`src/sv/hhr_pkg.sv`:
```
// Shared types and constants for the hash history repetition check.
// Holds the opcode type and the controller/datapath command and status structs.
// Depends on nothing.
`default_nettype none

package hhr_pkg;

	// Default number of stored hashes.
	localparam int HISTORY_DEPTH_DEF = 1024;

	// Field widths.
	localparam int HASH_W = 64;
	localparam int CLK_W  = 8;
	localparam int OPC_W  = 2;

	// Lookback distance counter: holds up to the largest clock plus the stride.
	localparam int DIST_W = CLK_W + 1;

	// First lookback distance and the step between compared entries.
	localparam logic [DIST_W-1:0] MIN_LOOKBACK    = DIST_W'(4);
	localparam logic [DIST_W-1:0] LOOKBACK_STRIDE = DIST_W'(2);

	// Operation codes.
	typedef enum logic [OPC_W-1:0] {
		OP_PUSH  = 2'd0,
		OP_POP   = 2'd1,
		OP_CHECK = 2'd2,
		OP_CLEAR = 2'd3
	} op_t;

	// Commands from the controller to the datapath.
	typedef struct packed {
		logic push;        // write the hash at the pointer, advance the pointer
		logic pop;         // step the pointer back, zero the vacated entry
		logic chk_start;   // capture the clock, read the newest entry
		logic ld_newest;   // capture the newest hash, read the first probe
		logic probe_next;  // read the next probe at two entries further back
		logic clr_start;   // reset the pointer and the sweep address
		logic sweep;       // zero one entry and advance the sweep address
	} hhr_cmd_t;

	// Status from the datapath to the controller.
	typedef struct packed {
		logic short_clock; // request clock is below the minimum lookback
		logic hash_eq;     // arriving probe equals the newest hash
		logic last_probe;  // arriving probe is the farthest one allowed
		logic sweep_last;  // sweep is at the last entry
	} hhr_sts_t;

endpackage

`default_nettype wire

```
`src/sv/hhr_controller.sv`:
```
// Controller of the hash history repetition check: sequences requests,
// the clearing sweep and the probe loop, and registers the result strobe.
// Depends on hhr_pkg.
`default_nettype none

module hhr_controller (
	input  wire logic                       clk,
	input  wire logic                       arst_n,
	input  wire logic                       start,
	input  wire logic [hhr_pkg::OPC_W-1:0]  opcode,
	input  wire hhr_pkg::hhr_sts_t          sts,
	output hhr_pkg::hhr_cmd_t               cmd,
	output logic                            busy,
	output logic                            done,
	output logic                            repetition_found
);
	import hhr_pkg::*;

	typedef enum logic [1:0] {
		S_IDLE,
		S_SWEEP,
		S_NEWEST,
		S_PROBE
	} state_t;

	state_t state_q;
	logic   done_q;
	logic   found_q;
	op_t    op;

	assign op               = op_t'(opcode);
	assign busy             = (state_q != S_IDLE);
	assign done             = done_q;
	assign repetition_found = found_q;

	// Datapath commands for the current state and request.
	always_comb begin
		cmd = '0;
		case (state_q)
			S_IDLE: begin
				if (start) begin
					case (op)
						OP_PUSH:  cmd.push      = 1'b1;
						OP_POP:   cmd.pop       = 1'b1;
						OP_CHECK: cmd.chk_start = !sts.short_clock;
						OP_CLEAR: cmd.clr_start = 1'b1;
						default:  cmd           = '0;
					endcase
				end
			end
			S_SWEEP:  cmd.sweep     = 1'b1;
			S_NEWEST: cmd.ld_newest = 1'b1;
			S_PROBE:  cmd.probe_next = !sts.hash_eq && !sts.last_probe;
			default:  cmd = '0;
		endcase
	end

	// State and the registered result.
	always_ff @(posedge clk or negedge arst_n) begin
		if (!arst_n) begin
			state_q <= S_SWEEP;
			done_q  <= 1'b0;
			found_q <= 1'b0;
		end else begin
			done_q  <= 1'b0;
			found_q <= 1'b0;
			case (state_q)
				S_IDLE: begin
					if (start) begin
						case (op)
							OP_CHECK: begin
								if (sts.short_clock)
									done_q <= 1'b1;
								else
									state_q <= S_NEWEST;
							end
							OP_CLEAR: begin
								done_q  <= 1'b1;
								state_q <= S_SWEEP;
							end
							default: done_q <= 1'b1;
						endcase
					end
				end
				S_SWEEP: begin
					if (sts.sweep_last)
						state_q <= S_IDLE;
				end
				S_NEWEST: state_q <= S_PROBE;
				S_PROBE: begin
					if (sts.hash_eq) begin
						done_q  <= 1'b1;
						found_q <= 1'b1;
						state_q <= S_IDLE;
					end else if (sts.last_probe) begin
						done_q  <= 1'b1;
						state_q <= S_IDLE;
					end
				end
				default: state_q <= S_IDLE;
			endcase
		end
	end

endmodule

`default_nettype wire

```
`config.mk`:
```
export PLATFORM = sky130hd
export DESIGN_NAME = hhr_controller
export DESIGN_NICKNAME = d
export VERILOG_FILES = /design/src/sv/hhr_pkg.sv /design/src/sv/hhr_controller.sv
export SDC_FILE = /design/constraint.sdc
export NUM_CORES = 1
export LEC_CHECK = 0
export ABC_AREA = 1
export BUFFER_PORTS_ARGS = -buffer_cell sky130_fd_sc_hd__buf_2
export CORE_AREA = 5 5 42 44
export DETAILED_ROUTE_END_ITERATION = 8
export DIE_AREA = 0 0 47 49
export PLACE_DENSITY = 0.5
export SETUP_SLACK_MARGIN = 0.15
export SYNTH_ARGS = -nofsm -noshare
export SYNTH_HDL_FRONTEND = slang
export SYNTH_SLANG_ARGS = --single-unit
```
`constraint.sdc`:
```
create_clock -name clk -period 1.2 [get_ports clk]
set_input_delay 0.06 -clock clk [delete_from_list [all_inputs] [get_ports clk]]
set_output_delay 0.06 -clock clk [all_outputs]
set_load 0.1 [all_outputs]
```
Word level (Yosys, flattened, before mapping)
Cells that the tools add are included.
- equality and inequality tests: 11
- multiplexer cells: 25
- reduce and logical (&&, ||, !) cells: 8
- operators by type and width (cell ; count):
    $mux 1 ; 12
    $mux 2 ; 5
    $eq 2x2->1 const B ; 4
    $pmux 1 s2 ; 4
    $pmux 2 s4 ; 1
    $mux 7 ; 1
    $ne 3x3->1 const B ; 2
    $reduce_and 5->1 ; 1
    $eq 2x1->1 const B ; 2
    $logic_not 2->1 ; 2
    $ne 2x2->1 const B ; 2
    $pmux 2 s2 ; 1
    $logic_not 1->1 ; 3
    $mux 3 ; 1
    $ne 3x1->1 const B ; 1
    $reduce_bool 2->1 ; 1
    $logic_and 1x1->1 ; 1
- input port bits: 9
- register bits: 4
- word-level logic and storage cells: 47

Depth between registers and ports, before layout
- word-level depth: 4
- mapped depth: 8
- depth with buffers taken out: 8

Least setup slack after synthesis
Ideal clock, no wire load.
- kind: register -> output
- start: register state_q[0]
- end: output cmd[2] in the netlist's numbering
- arrival time: 3005 ps
- cell stages (with the launch flop): 3
- buffers on the path: 0
- slack: -1865 ps
- path through: dfstp_2 ha_1 nor3b_1
- RTL lines (element ; RTL line ; source):
    from (decl) ; hhr_controller.sv:26 ; state_t state_q;
    from (signal assigned) ; hhr_controller.sv:61 ; state_q <= S_SWEEP;
    from (signal assigned) ; hhr_controller.sv:75 ; state_q <= S_NEWEST;
    from (signal assigned) ; hhr_controller.sv:79 ; state_q <= S_SWEEP;
    to (decl) ; hhr_controller.sv:12 ; output hhr_pkg::hhr_cmd_t cmd,

==> flow_summary.json <==
{
  "seq_area_sq_um": 101.3,
  "grtUsageTotal_pct": 10.87,
  "cts_max_level": 1,
  "grt_pass1_vias": 428,
  "worstPathMaxFanout": 4,
  "post-place-ws_ns": -0.08406,
  "cts_tree": "done",
  "syn_area_per_cell_sq_um": 7.229,
  "place_hpwl_microns": 778.8,
  "setup_viol": 10,
  "layout.nets": 93,
  "area_growth_pct": 163.1,
  "antenna_cells": 0,
  "num_vias": 424,
  "slew_headroom_pct": 79.83,
  "leakagePower_uw": 0.0003952,
  "endpoint_kind": "output pin",
  "finalNonFillerCells": 95,
  "hold_path.class": "primary input to flop",
  "dr.first_iter.drc_count": 0,
  "cts_root_buffer": "clkbuf_4",
  "violations": "negative setup slack",
  "cp.required_ns": 1.14,
  "r2r_cells": 8,
  "power.density_nw_per_um2": 2754,
  "io_buffer_count": 18,
  "initial_core_util_pct": 23.21,
  "clk_latency_ns": 0.24,
  "coreArea_sq_um": 1401,
  "grt_pass1_wl_microns": 1807,
  "wirelength_microns": 1107,
  "worstMarginPinSlew_ns": 0.3043,
  "final_cell_area_sq_um": 855.8,
  "drv_cap": 0,
  "endpoint": "cmd[5]",
  "finalWeightedCongestion": 0.7112,
  "die_y_microns": 49,
  "period_needed_ns": 1.436,
  "place_area_sq_um": 669.4,
  "syn_nets": 58,
  "ys_types": 16,
  "grt_setup_unrepaired": "yes",
  "grt-ovfl-total": 0,
  "crit_arrival_ns": 1.38,
  "final_hold_viol_count": 0,
  "clockBufferDepth": 2,
  "multi_input_area_sq_um": 344.1,
  "wire_per_inst_microns": 11.65,
  "finalCritPeriodShare_pct": 119.7,
  "startpoint_type": "flop",
  "r2r-start": "state_q[1]",
  "nFillCells": 127,
  "fp-row-count": 14,
  "clkTransAtPathRegs_ns": 0.04,
  "power.internal_uw": 1111,
  "r2r-end": "state_q[1]",
  "die_x_microns": 47,
  "ys_warn_count": 0,
  "ys_ff_latch": 4,
  "p_switching_uw": 1246,
  "fin_skew_ns": 0.007645,
  "ant_nets": 0,
  "reg2reg_setup_slack_ns": -0.15,
  "fin_ws_ns": -0.2362,
  "vdd_drop_max_uv": 1591,
  "path_class": "flop to output pin",
  "drive_gt1_share_pct": 72.15,
  "fin_util_pct": 61.07,
  "pwr-share-seq_pct": 10.2,
  "grt_max_degree": 6,
  "seq_area_frac_synth_pct": 31.15,
  "status": "finished, violations left",
  "io_pins": 19,
  "cts_sinks": 4,
  "dieArea_sq_um": 2303,
  "swShare_pct": 52.86,
  "cts_buffers": 3,
  "postSynthCellCount": 45,
  "grt_antenna_before_repair": 0,
  "route.detailed.drc": 0,
  "place_inst": 83,
  "drt_pass1_iterations": 1,
  "pwr-share-comb_pct": 81.9,
  "vias_per_cell": 4.463,
  "p_clk_share_pct": 7.9,
  "drv_slew": 0,
  "syn_area_sq_um": 325.3,
  "crit_start": "state_q[0]",
  "max_freq_mhz": 696.3
}
-- layout by cell type (no fill, tap or decap), types with 3 or more instances in the layout --
master     n
ha_4       3
buf_4      6
buf_12     9
inv_1      3
nor2_4     3
dfrtp_1    3
clkbuf_4   5
buf_2      8
nand2_1   10
nand2_2    3
buf_6      4
inv_2      3
-- kinds of logic (layout without fill, tap and decap cells) --
group | Yosys count | after routing | synth area share, %
compound gates | 4 | 4 | 9.612
simple gates | 26 | 26 | 35.77
flops | 4 | 4 | 31.15
fa+ha+maj | 4 | 4 | 15.39
buf+inv | 7 | 41 | 8.075
-- final cells by class --
class	count	area share, %
repair buffers	30	39.18
well taps	16	2.339
flip-flops and latches	4	11.84
inverters	7	3.363
clock buffers	4	3.070
multi-input cells	34	40.20
-- routing by layer --
layer	GRT usage (%)	vias to the layer above	part of all wire (%)
met5	0	-	0
met4	2.765	0	0
met3	6.273	0	8.5
li1	-	213	-
met2	18.33	18	57
met1	11.06	193	35
-- stage by stage --
step                      hold WS [ns]  power [uW]  TNS, ns
after floorplan                -0.2356        1304   -2.303
after global placement         -0.1289        1725  -0.3251
after detailed placement       -0.1305        1739  -0.3888
after CTS                      0.09007        2251   -2.146
after global routing           0.08847        2491   -2.833
final                           0.1074        2357   -2.088
-- worst max-delay path, cell delays in order, from the launching register on --
cell     delay (ns)
dfstp_2        0.57
inv_2          0.06
ha_4           0.19
nand2_8        0.10
nor3_4         0.05
buf_12         0.16
-- what timing repair did --
action / CTS / global route
hold buffers: 1 / 0
pin swaps: 8 / 3
resized for setup: 14 / 11
endpoints found under the hold margin: 4 / 0
buffers inserted: 6 / 1
setup endpoints to repair: 11 / 14
-- synth_stat cells --
master    number  area (sq um)
nand3b_1       1         7.510
o21ai_1        1         5.000
a21oi_4        1         16.27
nand3_1        3         15.01
nor3_1         2         10.01
nand2_2        2         12.51
a21oi_1        1         5.000
nor2_1         4         15.01
dfrtp_1        3         75.07
o21ai_0        1         5.000
dfstp_2        1         26.28
nor3b_1        1         7.510
ha_1           4         50.05
inv_2          1         3.750
nand2_1       13         48.80
inv_1          6         22.52
-- state kept, by name, summed over array words and instances, names as in the netlist --
| register | flops |
|---|---|
| done | 1 |
| repetition_found | 1 |
| state_q | 2 |
-- power groups by stage --
stage | clock [uW] | sequential [uW] | combinational (uW)
final | 186 | 240 | 1930
after global routing | 216 | 251 | 2020
after CTS | 198 | 240 | 1810
after detailed placement | 0 | 253 | 1490
after global placement | 0 | 251 | 1470
after floorplan | 0 | 393 | 911
-- how the worst min path moves through the flow --
| stage | from | to | slack [ns] | depth (start not counted) |
|---|---|---|---|---|
| after global routing | sts[2] | repetition_found | 0.09 | 3 |
| after global placement | arst_n | done | -0.13 | 1 |
| after floorplan | arst_n | done | -0.24 | 0 |
| after detailed placement | arst_n | repetition_found | -0.13 | 1 |
| final | sts[2] | repetition_found | 0.11 | 3 |
| after CTS | sts[2] | repetition_found | 0.09 | 3 |
No activity file was read; power rests on OpenSTA's default activity.
